## config.mk

```make
export PLATFORM = sky130hd
export DESIGN_NAME = glos_ctrl
export DESIGN_NICKNAME = d
export VERILOG_FILES = /design/src/hdl/glos_pkg.sv /design/src/hdl/glos_ctrl.sv
export SDC_FILE = /design/constraint.sdc
export NUM_CORES = 1
export LEC_CHECK = 0
export BUFFER_PORTS_ARGS = -buffer_cell sky130_fd_sc_hd__buf_2
export CORE_AREA = 2 2 39 41
export CTS_CLUSTER_DIAMETER = 120
export CTS_CLUSTER_SIZE = 16
export DETAILED_ROUTE_END_ITERATION = 10
export DIE_AREA = 0 0 41 43
export SLEW_MARGIN = 20
export SYNTH_ARGS = -nofsm -noshare
export SYNTH_HDL_FRONTEND = slang
export SYNTH_SLANG_ARGS = --single-unit
```

## constraint.sdc

```tcl
create_clock -name clk -period 2 [get_ports clk]
set_input_delay 0.1 -clock clk [delete_from_list [all_inputs] [get_ports clk]]
set_output_delay 0.1 -clock clk [all_outputs]
set_load 0.05 [all_outputs]
```

## src/hdl/glos_pkg.sv

```systemverilog
// Shared constants, command and status types for the line-of-sight block
`timescale 1ns / 1ps

package glos_pkg;

    // Sizing of the march and the map
    localparam int SAMPLE_COUNT    = 64;
    localparam int TILE_SIZE       = 64;
    localparam int MAP_MAX_COLUMNS = 64;
    localparam int MAP_MAX_ROWS    = 64;

    // Field widths
    localparam int IN_POS_W   = 24;
    localparam int CELL_W     = 6;
    localparam int CFG_W      = 7;
    localparam int FRAC_EXTRA = 6;
    localparam int IN_FRAC    = 8;

    // Internal position format: input with extra fraction bits
    localparam int POS_W        = IN_POS_W + FRAC_EXTRA;
    localparam int DIFF_W       = POS_W + 1;
    localparam int SAMPLE_SHIFT = $clog2(SAMPLE_COUNT);
    localparam int IDX_W        = (SAMPLE_SHIFT > 0) ? SAMPLE_SHIFT : 1;
    localparam int TILE_SHIFT   = $clog2(TILE_SIZE) + IN_FRAC + FRAC_EXTRA;
    localparam int COORD_W      = POS_W - TILE_SHIFT;

    // Map storage
    localparam int MAP_DEPTH  = MAP_MAX_COLUMNS * MAP_MAX_ROWS;
    localparam int MAP_ADDR_W = (MAP_DEPTH > 1) ? $clog2(MAP_DEPTH) : 1;
    localparam int MAP_ROW_W  = (MAP_MAX_ROWS > 1) ? $clog2(MAP_MAX_ROWS) : 1;
    localparam int MAP_COL_W  = (MAP_MAX_COLUMNS > 1) ? $clog2(MAP_MAX_COLUMNS) : 1;
    localparam int LIM_W      = 9;
    localparam int CMP_W      = (COORD_W > LIM_W) ? COORD_W : LIM_W;

    // Register indexes of the configuration port
    localparam logic CFG_MAP_WIDTH  = 1'b0;
    localparam logic CFG_MAP_HEIGHT = 1'b1;

    // Operation codes
    localparam logic OP_WRITE = 1'b0;
    localparam logic OP_QUERY = 1'b1;

    // Controller to datapath commands
    typedef struct packed {
        logic clear_step;
        logic write_cell;
        logic load_query;
        logic prep_step;
        logic sample;
        logic load_result;
    } glos_cmd_t;

    // Datapath to controller status
    typedef struct packed {
        logic clear_last;
        logic sample_last;
    } glos_status_t;

endpackage

```

## src/hdl/glos_ctrl.sv

```systemverilog
// Controller: clear sweep, item handshake, march sequencing and result slot
`timescale 1ns / 1ps

module glos_ctrl (
    input  logic                   clk,
    input  logic                   rst_n,
    input  logic                   item_valid,
    output logic                   item_ready,
    input  logic                   operation,
    output logic                   result_valid,
    input  logic                   result_ready,
    output glos_pkg::glos_cmd_t    cmd,
    input  glos_pkg::glos_status_t status
);

    import glos_pkg::*;

    typedef enum logic [5:0] {
        ST_CLEAR = 6'b000001,
        ST_IDLE  = 6'b000010,
        ST_PREP  = 6'b000100,
        ST_RUN   = 6'b001000,
        ST_DRAIN = 6'b010000,
        ST_DONE  = 6'b100000
    } glos_state_t;

    glos_state_t state_reg, state_next;
    logic        result_valid_reg, result_valid_next;
    logic        item_fire;
    logic        slot_free;

    assign item_ready = (state_reg == ST_IDLE);
    assign item_fire  = item_valid & item_ready;
    assign slot_free  = ~result_valid_reg | result_ready;

    // Sequence the clear sweep, cell writes and each query
    always_comb
    begin
        state_next        = state_reg;
        result_valid_next = result_valid_reg & ~result_ready;
        cmd               = '0;
        case (state_reg)
            ST_CLEAR:
            begin
                cmd.clear_step = 1'b1;
                if (status.clear_last)
                begin
                    state_next = ST_IDLE;
                end
            end
            ST_IDLE:
            begin
                if (item_fire)
                begin
                    if (operation == OP_QUERY)
                    begin
                        cmd.load_query = 1'b1;
                        state_next     = ST_PREP;
                    end
                    else
                    begin
                        cmd.write_cell = 1'b1;
                    end
                end
            end
            ST_PREP:
            begin
                cmd.prep_step = 1'b1;
                state_next    = ST_RUN;
            end
            ST_RUN:
            begin
                cmd.sample = 1'b1;
                if (status.sample_last)
                begin
                    state_next = ST_DRAIN;
                end
            end
            ST_DRAIN:
            begin
                state_next = ST_DONE;
            end
            ST_DONE:
            begin
                // Hold until the result slot is free
                if (slot_free)
                begin
                    cmd.load_result   = 1'b1;
                    result_valid_next = 1'b1;
                    state_next        = ST_IDLE;
                end
            end
            default:
            begin
                state_next = ST_IDLE;
            end
        endcase
    end

    always_ff @(posedge clk or negedge rst_n)
    begin
        if (!rst_n)
        begin
            state_reg        <= ST_CLEAR;
            result_valid_reg <= 1'b0;
        end
        else
        begin
            state_reg        <= state_next;
            result_valid_reg <= result_valid_next;
        end
    end

    assign result_valid = result_valid_reg;

endmodule

```

* Word-level counts from Yosys, hierarchy flattened
Index checks and enable logic that the tools add are counted.
Storage, ports and cells: input bits 7, output and inout port bits 8, logic and storage cells 36, flip-flop bits (word level) 7
Operators by class: reductions and logical operators 1, muxes and demuxes 17, equality and inequality tests 11, bitwise logic cells 5
Operators with widths (count):
- $pmux W6 S6 | 1
- $mux W6 | 5
- $mux W1 | 9
- $eq A6 B1 Y1 const B | 1
- $eq A6 B2 Y1 const B | 1
- $eq A6 B3 Y1 const B | 1
- $eq A6 B4 Y1 const B | 1
- $eq A6 B5 Y1 const B | 1
- $eq A6 B6 Y1 const B | 1
- $ne A2 B2 Y1 const B | 3
- $reduce_and A5 Y1 | 1
- $mux W2 | 2
- $ne A2 B1 Y1 const B | 2
- $and A1 B1 Y1 | 2
- $not A1 Y1 | 2
- $or A1 B1 Y1 | 1

* Longest topological paths before layout
Gate-level depths: netlist of run 1.
depth in word-level cells 4, mapped depth 4, depth with buffers taken out 3

* Least setup slack after synthesis of run 1
Ideal clock, no wire load.
path kind reg-to-output, start register state_reg[3], end output cmd[5] (netlist name), path buffers 0, arrival time 2.137 ns, data required time 1.900 ns, stages on the path, launching flop included 3, path slack -0.237 ns, cells stage by stage dfrtp_1 > or4_1 > nor3b_1
RTL lines:
- from (decl) | RTL line glos_ctrl.sv:27 | glos_state_t state_reg, state_next;
- from (signal assigned) | RTL line glos_ctrl.sv:109 | state_reg <= state_next;
- to (decl) | RTL line glos_ctrl.sv:12 | output glos_pkg::glos_cmd_t cmd,

==> results.ini, run 1 <==
[global_route]
grt_pass1_wl_um = 1455
grt_overflow = 0
grt_pass1_vias = 351
grt_max_degree = 9
grt_antenna_before_repair = 0
grt_usage_pct = 13.29

[final_layout]
area_growth_pct = 45.10
finish.utilization_pct = 44.21
final_nets = 72
drive_above_1_share_pct = 51.56
diodes = 0
finalNonFillerCells = 80
largest_reg_flops = 6

[synth]
avgSynthCellArea_um2 = 10.04
syn_inst = 42
ys_ff_latch = 7
syn-num-nets = 49
netlist_area_um2 = 421.7
yosys_warnings = 0
synth.distinct_cells = 28
synth_seq_area_share_pct = 41.84

[routing]
ant_nets = 0
dr.pass1.iters = 4
drc = 0
vias = 404
routedWlPerCell_um = 11.90
vias_per_cell = 5.050
totalWireLength_um = 952
drt-initial-drc-count = 1

[floorplanning]
io_pins = 15
rows = 14
start_util_pct = 30.47
core_area_mm2 = 0.001384
die_height_um = 43
die_w_um = 41
dieArea_mm2 = 0.001763

[clock_tree]
clock-root-buffer = clkbuf_4
insertion_delay_ns = 0.26
cts-htree-levels = 1
cts_buffer_depth = 2
cts_tree = built
cts_buffers = 3
path_clk_slew_ns = 0.05
cts.sinks = 7

[pwr]
swShare_pct = 42.48
p_leak_uw = 0.0002875
power.density_mw_per_mm2 = 1044
clockPowerShare_pct = 20.7
ir_drop_mv = 0.6022
power_frac_seq_pct = 27.1
power.total_uw = 638.9
p_int_uw = 367.5
power_frac_comb_pct = 52.2
p_switching_uw = 271.4

[outcome]
status = finished, final reports clean

[sta]
setup_slack_ns = 0.03937
rsz0062_at_grt = yes
hold_viol = 0
fmax_mhz = 510.0
setup_tns_ns = 0
min_period_ns = 1.961
drv_slew = 0
finClkSkew_ns = 0.001358
final-setup-viol-count = 0
slew_headroom_pct = 79.47
tightest_slew_ns = 0.3055
fin_crit_sh_pct = 98.03

[worst_hold_path]
hp-start = result_ready
holdPathStages = 2
holdPathEnd = result_valid
min_path_type = in2reg

[setup_path]
crit_required_ns = 1.90
startpoint = state_reg[1]
reg2reg_slack_ns = 0.30
r2r-end = state_reg[1]
ff2ff_path_depth = 4
worst_setup_path_end_kind = output pin
worstPathMaxFanout = 2
crit_type = reg2out
arrival_ns = 1.86
critPathLaunchType = flip-flop
timing.rr.start = state_reg[2]

[place]
dpl_worst_slack_ns = 0.1721
place_hpwl_um = 670.2
gp_congestion = 0.7255
numPortBuffers = 14
place_inst = 72

[flow_run]
drv_cap = 0

[cells in the mapped netlist]
master | n | area share [%]
a21oi_2 | 1 | 2.1
o21ai_0 | 1 | 1.2
inv_1 | 3 | 2.7
or4bb_1 | 1 | 2.7
o21ai_1 | 1 | 1.2
or4_4 | 2 | 5.3
or3b_4 | 1 | 2.7
or3b_2 | 1 | 2.1
nor3b_1 | 3 | 5.3
o41ai_1 | 1 | 2.1
nand3b_1 | 1 | 1.8
nor4b_2 | 1 | 3.6
o211a_1 | 1 | 2.4
or2b_1 | 1 | 1.8
dfrtp_1 | 6 | 36
and2_1 | 1 | 1.5
nor4_1 | 1 | 1.5
nand2b_1 | 1 | 1.5
a21oi_1 | 2 | 2.4
nand4b_1 | 1 | 2.1
nand2_1 | 1 | 0.89
buf_4 | 1 | 1.8
nor3_1 | 1 | 1.2
xor2_1 | 1 | 2.1
dfstp_2 | 1 | 6.2
or4_1 | 1 | 1.8
nor2_1 | 4 | 3.6
clkbuf_2 | 1 | 1.2
[metrics by stage]
| step | cell area (um2) | hold slack [ns] |
|---|---|---|
| final | 611.8 | 0.04485 |
| after global routing | 611.8 | 0.04061 |
| after CTS | 585.6 | 0.03882 |
| after detailed placement | 524.3 | -0.06358 |
| after global placement | 524.3 | -0.05953 |
| after floorplan | 431.7 | -0.1956 |
[logic make-up (layout without fill, tap and decap cells)]
family	Yosys count	count (layout)	share of synthesized area, %
simple gates	22	22	39.17
xor+xnor	1	1	2.078
buf+inv	5	27	5.637
compound gates	7	7	11.27
flops	7	7	41.84
[placed cells by master (no fill, tap or decap), types with 2 or more instances in the layout]
cell type      Yosys  layout
a21oi_1            2       2
buf_2              0      10
buf_4              1       5
clkbuf_4           0       5
dfrtp_1            6       6
dlygate4sd3_1      0       2
inv_1              3       3
nor2_1             4       4
nor3b_2            0       3
or4_4              2       2
[critical path, cell delays in order, from the launching register on]
cell and delay [ns]:
dfrtp_1 0.38, or4_4 0.54, or3b_4 0.39, a21oi_2 0.12, buf_6 0.17
[layer usage]
layer / part of all wire (%) / routed length (um) / global-route usage (%) / vias up
met1: 43 / 412 / 15.28 / 189
li1: - / - / - / 198
met3: 5.6 / 53 / 4.712 / 4
met2: 46 / 436 / 17.19 / 13
met5: 0 / 0 / 0 / -
met4: 5.1 / 49 / 14.00 / 0
[what timing repair did]
item / CTS / global route
endpoints found under the setup margin: 1 / 4
gates resized for setup: 2 / 6
pin swaps: 1 / 0
buffers inserted: 1 / 1
hold endpoints to repair: 8 / 0
hold buffers: 2 / 0
[area by class of cell]
class,count,area [um2]
Fill cell,143,772.0
Inverter,3,11.26
Timing Repair Buffer,20,133.9
Sequential cell,7,176.4
Clock inverter,1,5.005
Multi-Input combinational cell,30,242.7
Clock buffer,3,22.52
Tap cell,16,20.02
[how the worst max path moves through the flow]
| stage | cells after the start | end | slack (ns) |
|---|---|---|---|
| 2_1_floorplan | 3 | cmd[0] | 0.11 |
| 3_3_place_gp | 4 | cmd[0] | 0.19 |
| 3_5_place_dp | 4 | cmd[0] | 0.17 |
| 4_1_cts | 5 | cmd[4] | 0.005 |
| 5_1_grt | 4 | cmd[0] | -0.005 |
| 6_report | 4 | cmd[0] | 0.04 |
[power groups by stage]
stage / Sequential, uW / Combinational [uW] / Clock [uW]
after detailed placement: 176 / 297 / 0
final: 173 / 333 / 132
after floorplan: 174 / 234 / 0
after global routing: 174 / 356 / 147
after global placement: 175 / 294 / 0
after CTS: 172 / 310 / 138
Power figures use the tool's default switching activity.
==> run 2: changes to the inputs <==
PLACE_DENSITY_LB_ADDON = 0.05   (was not set)
==> results.ini, run 2 (synthesis results as in run 1) <==
[final_layout]
final_common_cell = buf_2
nFillCells = 143
design_area_um2 = 596.8
largest_reg_flops = 6
diodes = 0
final_nets = 71
drive_above_1_share_pct = 49.21
finalNonFillerCells = 79
final-seq-area_um2 = 176.4
finish.utilization_pct = 43.13
area_growth_pct = 41.54
multi_input_area_um2 = 237.7
layout_common_cells = 11 x buf_2, 6 x dfrtp_1, 4 x nor2_1, 4 x clkbuf_4, 4 x buf_4

[clock_tree]
cts_buffers = 3
cts_tree = built
cts.sinks = 7
insertion_delay_ns = 0.25
clock-root-buffer = clkbuf_4
path_clk_slew_ns = 0.06
cts_buffer_depth = 2
cts-htree-levels = 1

[place]
place_inst = 72
placed_area_um2 = 524.3
numPortBuffers = 14
gp_congestion = 0.6971
dpl_worst_slack_ns = 0.1757
place_hpwl_um = 746.8

[global_route]
grt_pass1_vias = 367
grt_overflow = 0
grt_max_degree = 9
grt_usage_pct = 13.46
grt_antenna_before_repair = 0
grt_pass1_wl_um = 1600

[setup_path]
arrival_ns = 1.85
worst_setup_path_end_kind = output pin
worstPathMaxFanout = 3
crit_required_ns = 1.90
crit_type = reg2out
critPathLaunchType = flip-flop

[floorplanning]
die_w_um = 41
dieArea_mm2 = 0.001763
start_util_pct = 30.47
die_height_um = 43
rows = 14
core_area_mm2 = 0.001384
io_pins = 15

[pwr]
power.density_mw_per_mm2 = 1032
ir_drop_mv = 0.4615
p_leak_uw = 0.0002831

[sta]
fmax_mhz = 512.0
rsz0062_at_grt = yes
min_period_ns = 1.953
hold_viol = 0
setup_slack_ns = 0.04700
tightest_slew_ns = 0.2742
fin_crit_sh_pct = 97.65
setup_tns_ns = 0
finClkSkew_ns = 0.009973
drv_slew = 0
final-setup-viol-count = 0
slew_headroom_pct = 81.48

[routing]
totalWireLength_um = 927
drc = 0
vias_per_cell = 4.962
vias = 392
dr.pass1.iters = 4
routedWlPerCell_um = 11.73
ant_nets = 0
drt-initial-drc-count = 10

[worst_hold_path]
min_path_type = in2reg

[flow_run]
drv_cap = 0

[outcome]
status = finished, final reports clean

## run 2: changes by cell type in the layout (fill, tap and decap cells not counted), sizes merged
cell,change
clkbuf,-1
## run 2: path summary, 6_finish.rpt
path	start	slack, ns	cells after the start	endpoint
max in group asynchronous	rst_n	1.56	2	state_reg[0]
min in group asynchronous	rst_n	0.21	2	state_reg[2]
setup reg to reg	state_reg[2]	0.37	4	state_reg[1]
setup / recovery	state_reg[2]	0.05	4	cmd[0]
hold / removal	result_ready	0.05	2	result_valid
hold reg to reg	state_reg[3]	0.56	2	state_reg[5]
## run 2: critical path: stages (launching register included)
cell and delay (ns):
dfrtp_1 0.38, or4_4 0.54, or3b_4 0.39, a21oi_2 0.12, buf_6 0.17
## run 2: power breakdown
part           switching [uW]  leakage, uW  internal [uW]
logic                     198     0.000175            121
clock network            52.6    0.0000177           73.0
registers                11.4    0.0000902            160
## run 2: repair_timing
| action | in CTS | in global routing |
|---|---|---|
| cloned | 0 | 0 |
| buffers inserted | 1 | 0 |
| setup endpoints to repair | 1 | 5 |
| hold buffers | 2 | 0 |
| endpoints found under the hold margin | 8 | 0 |
| resized for setup | 2 | 4 |
## run 2: through the flow
stage / power (uW) / hold WS, ns
floorplan: 408.1 / -0.1956
global placement: 471.6 / -0.06128
detailed placement: 478.3 / -0.05754
CTS: 618.3 / 0.04277
global route: 659.8 / 0.07693
finish: 615.8 / 0.05247
## run 2: metal layers
metal  part of all wire [%]  global-route usage (%)
met1                     45                   17.16
met2                     50                   20.63
met3                    5.3                   6.283
met4                      0                   2.000
met5                      0                       0
## run 2: area by class of cell
cell class,count,area share (%)
clock buffer,3,3.774
clock inverter,1,0.8386
inverter,3,1.887
multi-input combinational,30,39.83
sequential,7,29.56
tap,16,3.354
timing repair buffer,19,20.75
==> run 3: changes to the inputs <==
RECOVER_POWER = 50   (was not set)
==> results.ini, run 3 (synthesis results as in run 1) <==
[pwr]
swShare_pct = 42.59
ir_drop_mv = 0.4615
clockPowerShare_pct = 20.4
power_frac_comb_pct = 51.8
power_frac_seq_pct = 27.8
p_leak_uw = 0.0002804
p_switching_uw = 262.2
power.total_uw = 615.6
p_int_uw = 353.4
power.density_mw_per_mm2 = 1034

[final_layout]
nFillCells = 143
final_nets = 71
diodes = 0
final_common_cell = buf_2
drive_above_1_share_pct = 47.62
area_growth_pct = 41.25
layout_common_cells = 10 x buf_2, 6 x dfrtp_1, 4 x nor2_1, 4 x clkbuf_4, 4 x buf_4
design_area_um2 = 595.6
largest_reg_flops = 6

[sta]
fin_crit_sh_pct = 97.65
final-setup-viol-count = 0
hold_viol = 0
setup_slack_ns = 0.04700
setup_tns_ns = 0
tightest_slew_ns = 0.3779
slew_headroom_pct = 74.81
rsz0062_at_grt = yes
drv_slew = 0
fmax_mhz = 512.0
finClkSkew_ns = 0.009884
min_period_ns = 1.953

[worst_hold_path]
holdPathEnd = result_valid
min_path_type = in2reg
hp-start = result_ready
holdPathStages = 2

[setup_path]
r2r-end = state_reg[1]
arrival_ns = 1.85
critPathLaunchType = flip-flop
reg2reg_slack_ns = 0.37
worst_setup_path_end_kind = output pin
timing.rr.start = state_reg[2]
crit_type = reg2out
ff2ff_path_depth = 4
worstPathMaxFanout = 3
crit_required_ns = 1.90

[floorplanning]
rows = 14
die_w_um = 41
die_height_um = 43
dieArea_mm2 = 0.001763
core_area_mm2 = 0.001384
io_pins = 15
start_util_pct = 30.47

[routing]
drc = 0
vias_per_cell = 4.975
vias = 393
dr.pass1.iters = 4
ant_nets = 0
routedWlPerCell_um = 11.71
drt-initial-drc-count = 8
totalWireLength_um = 925

[place]
dpl_worst_slack_ns = 0.1757
place_hpwl_um = 746.8
gp_congestion = 0.6971
placed_area_um2 = 524.3
numPortBuffers = 14

[outcome]
status = finished, final reports clean

[clock_tree]
path_clk_slew_ns = 0.06
cts.sinks = 7
insertion_delay_ns = 0.25
cts-htree-levels = 1
cts_tree = built
cts_buffer_depth = 2
clock-root-buffer = clkbuf_4
cts_buffers = 3

[global_route]
grt_antenna_before_repair = 0
grt_pass1_wl_um = 1600
grt_overflow = 0
grt_pass1_vias = 367
grt_max_degree = 9
grt_usage_pct = 13.46

[flow_run]
drv_cap = 0

==> run 3: layout make-up <==
cell class | instances | area [um2] | area share (%)
inverters | 3 | 11.26 | 1.891
clock inverters | 1 | 5.005 | 0.8403
multi-input cells | 30 | 237.7 | 39.92
repair buffers | 19 | 122.6 | 20.59
flip-flops and latches | 7 | 176.4 | 29.62
well taps | 16 | 20.02 | 3.361
clock buffers | 3 | 22.52 | 3.782
==> run 3: per-stage QoR <==
stage | hold slack, ns | utilization (%) | std cells
4_1_cts | 0.04277 | 42.31 | 79
3_5_place_dp | -0.05754 | 37.88 | 72
2_1_floorplan | -0.1956 | - | 42
6_report | 0.05247 | 43.04 | 79
3_3_place_gp | -0.06128 | 37.88 | 72
5_1_grt | 0.07693 | 43.04 | 79
==> run 3: worst max path at each step <==
stage                 startpoint      to  cells past startpoint
finish              state_reg[2]  cmd[0]                      4
global route        state_reg[2]  cmd[0]                      4
CTS                 state_reg[2]  cmd[0]                      4
detailed placement  state_reg[2]  cmd[0]                      4
global placement    state_reg[2]  cmd[0]                      4
floorplan           state_reg[2]  cmd[0]                      3
==> run 3: what timing repair did <==
item,in CTS,in global routing
hold buffers,2,0
endpoints found under the setup margin,1,5
setup buffers,1,0
gates cloned,0,0
hold endpoints to repair,8,0
gates resized for setup,2,4
==> run 3: power groups by stage <==
stage / Combinational (uW) / Sequential [uW] / Clock, uW
floorplan: 234 / 174 / 0
global placement: 296 / 176 / 0
detailed placement: 302 / 176 / 0
CTS: 315 / 170 / 133
global route: 347 / 172 / 140
finish: 319 / 171 / 126
==> run 3: routing by layer <==
metal	part of all wire, %	routed length (um)	GRT usage, %	vias up
met5	0	0	0	-
met4	0	0	2.000	0
met3	5.3	49	6.283	0
met2	50	462	20.63	9
met1	45	413	17.16	189
li1	-	-	-	195
==> run 3: worst max-delay path: stages (launching register included) <==
cell     delay, ns
dfrtp_1       0.38
or4_4         0.54
or3b_4        0.39
a21oi_2       0.12
buf_6         0.17
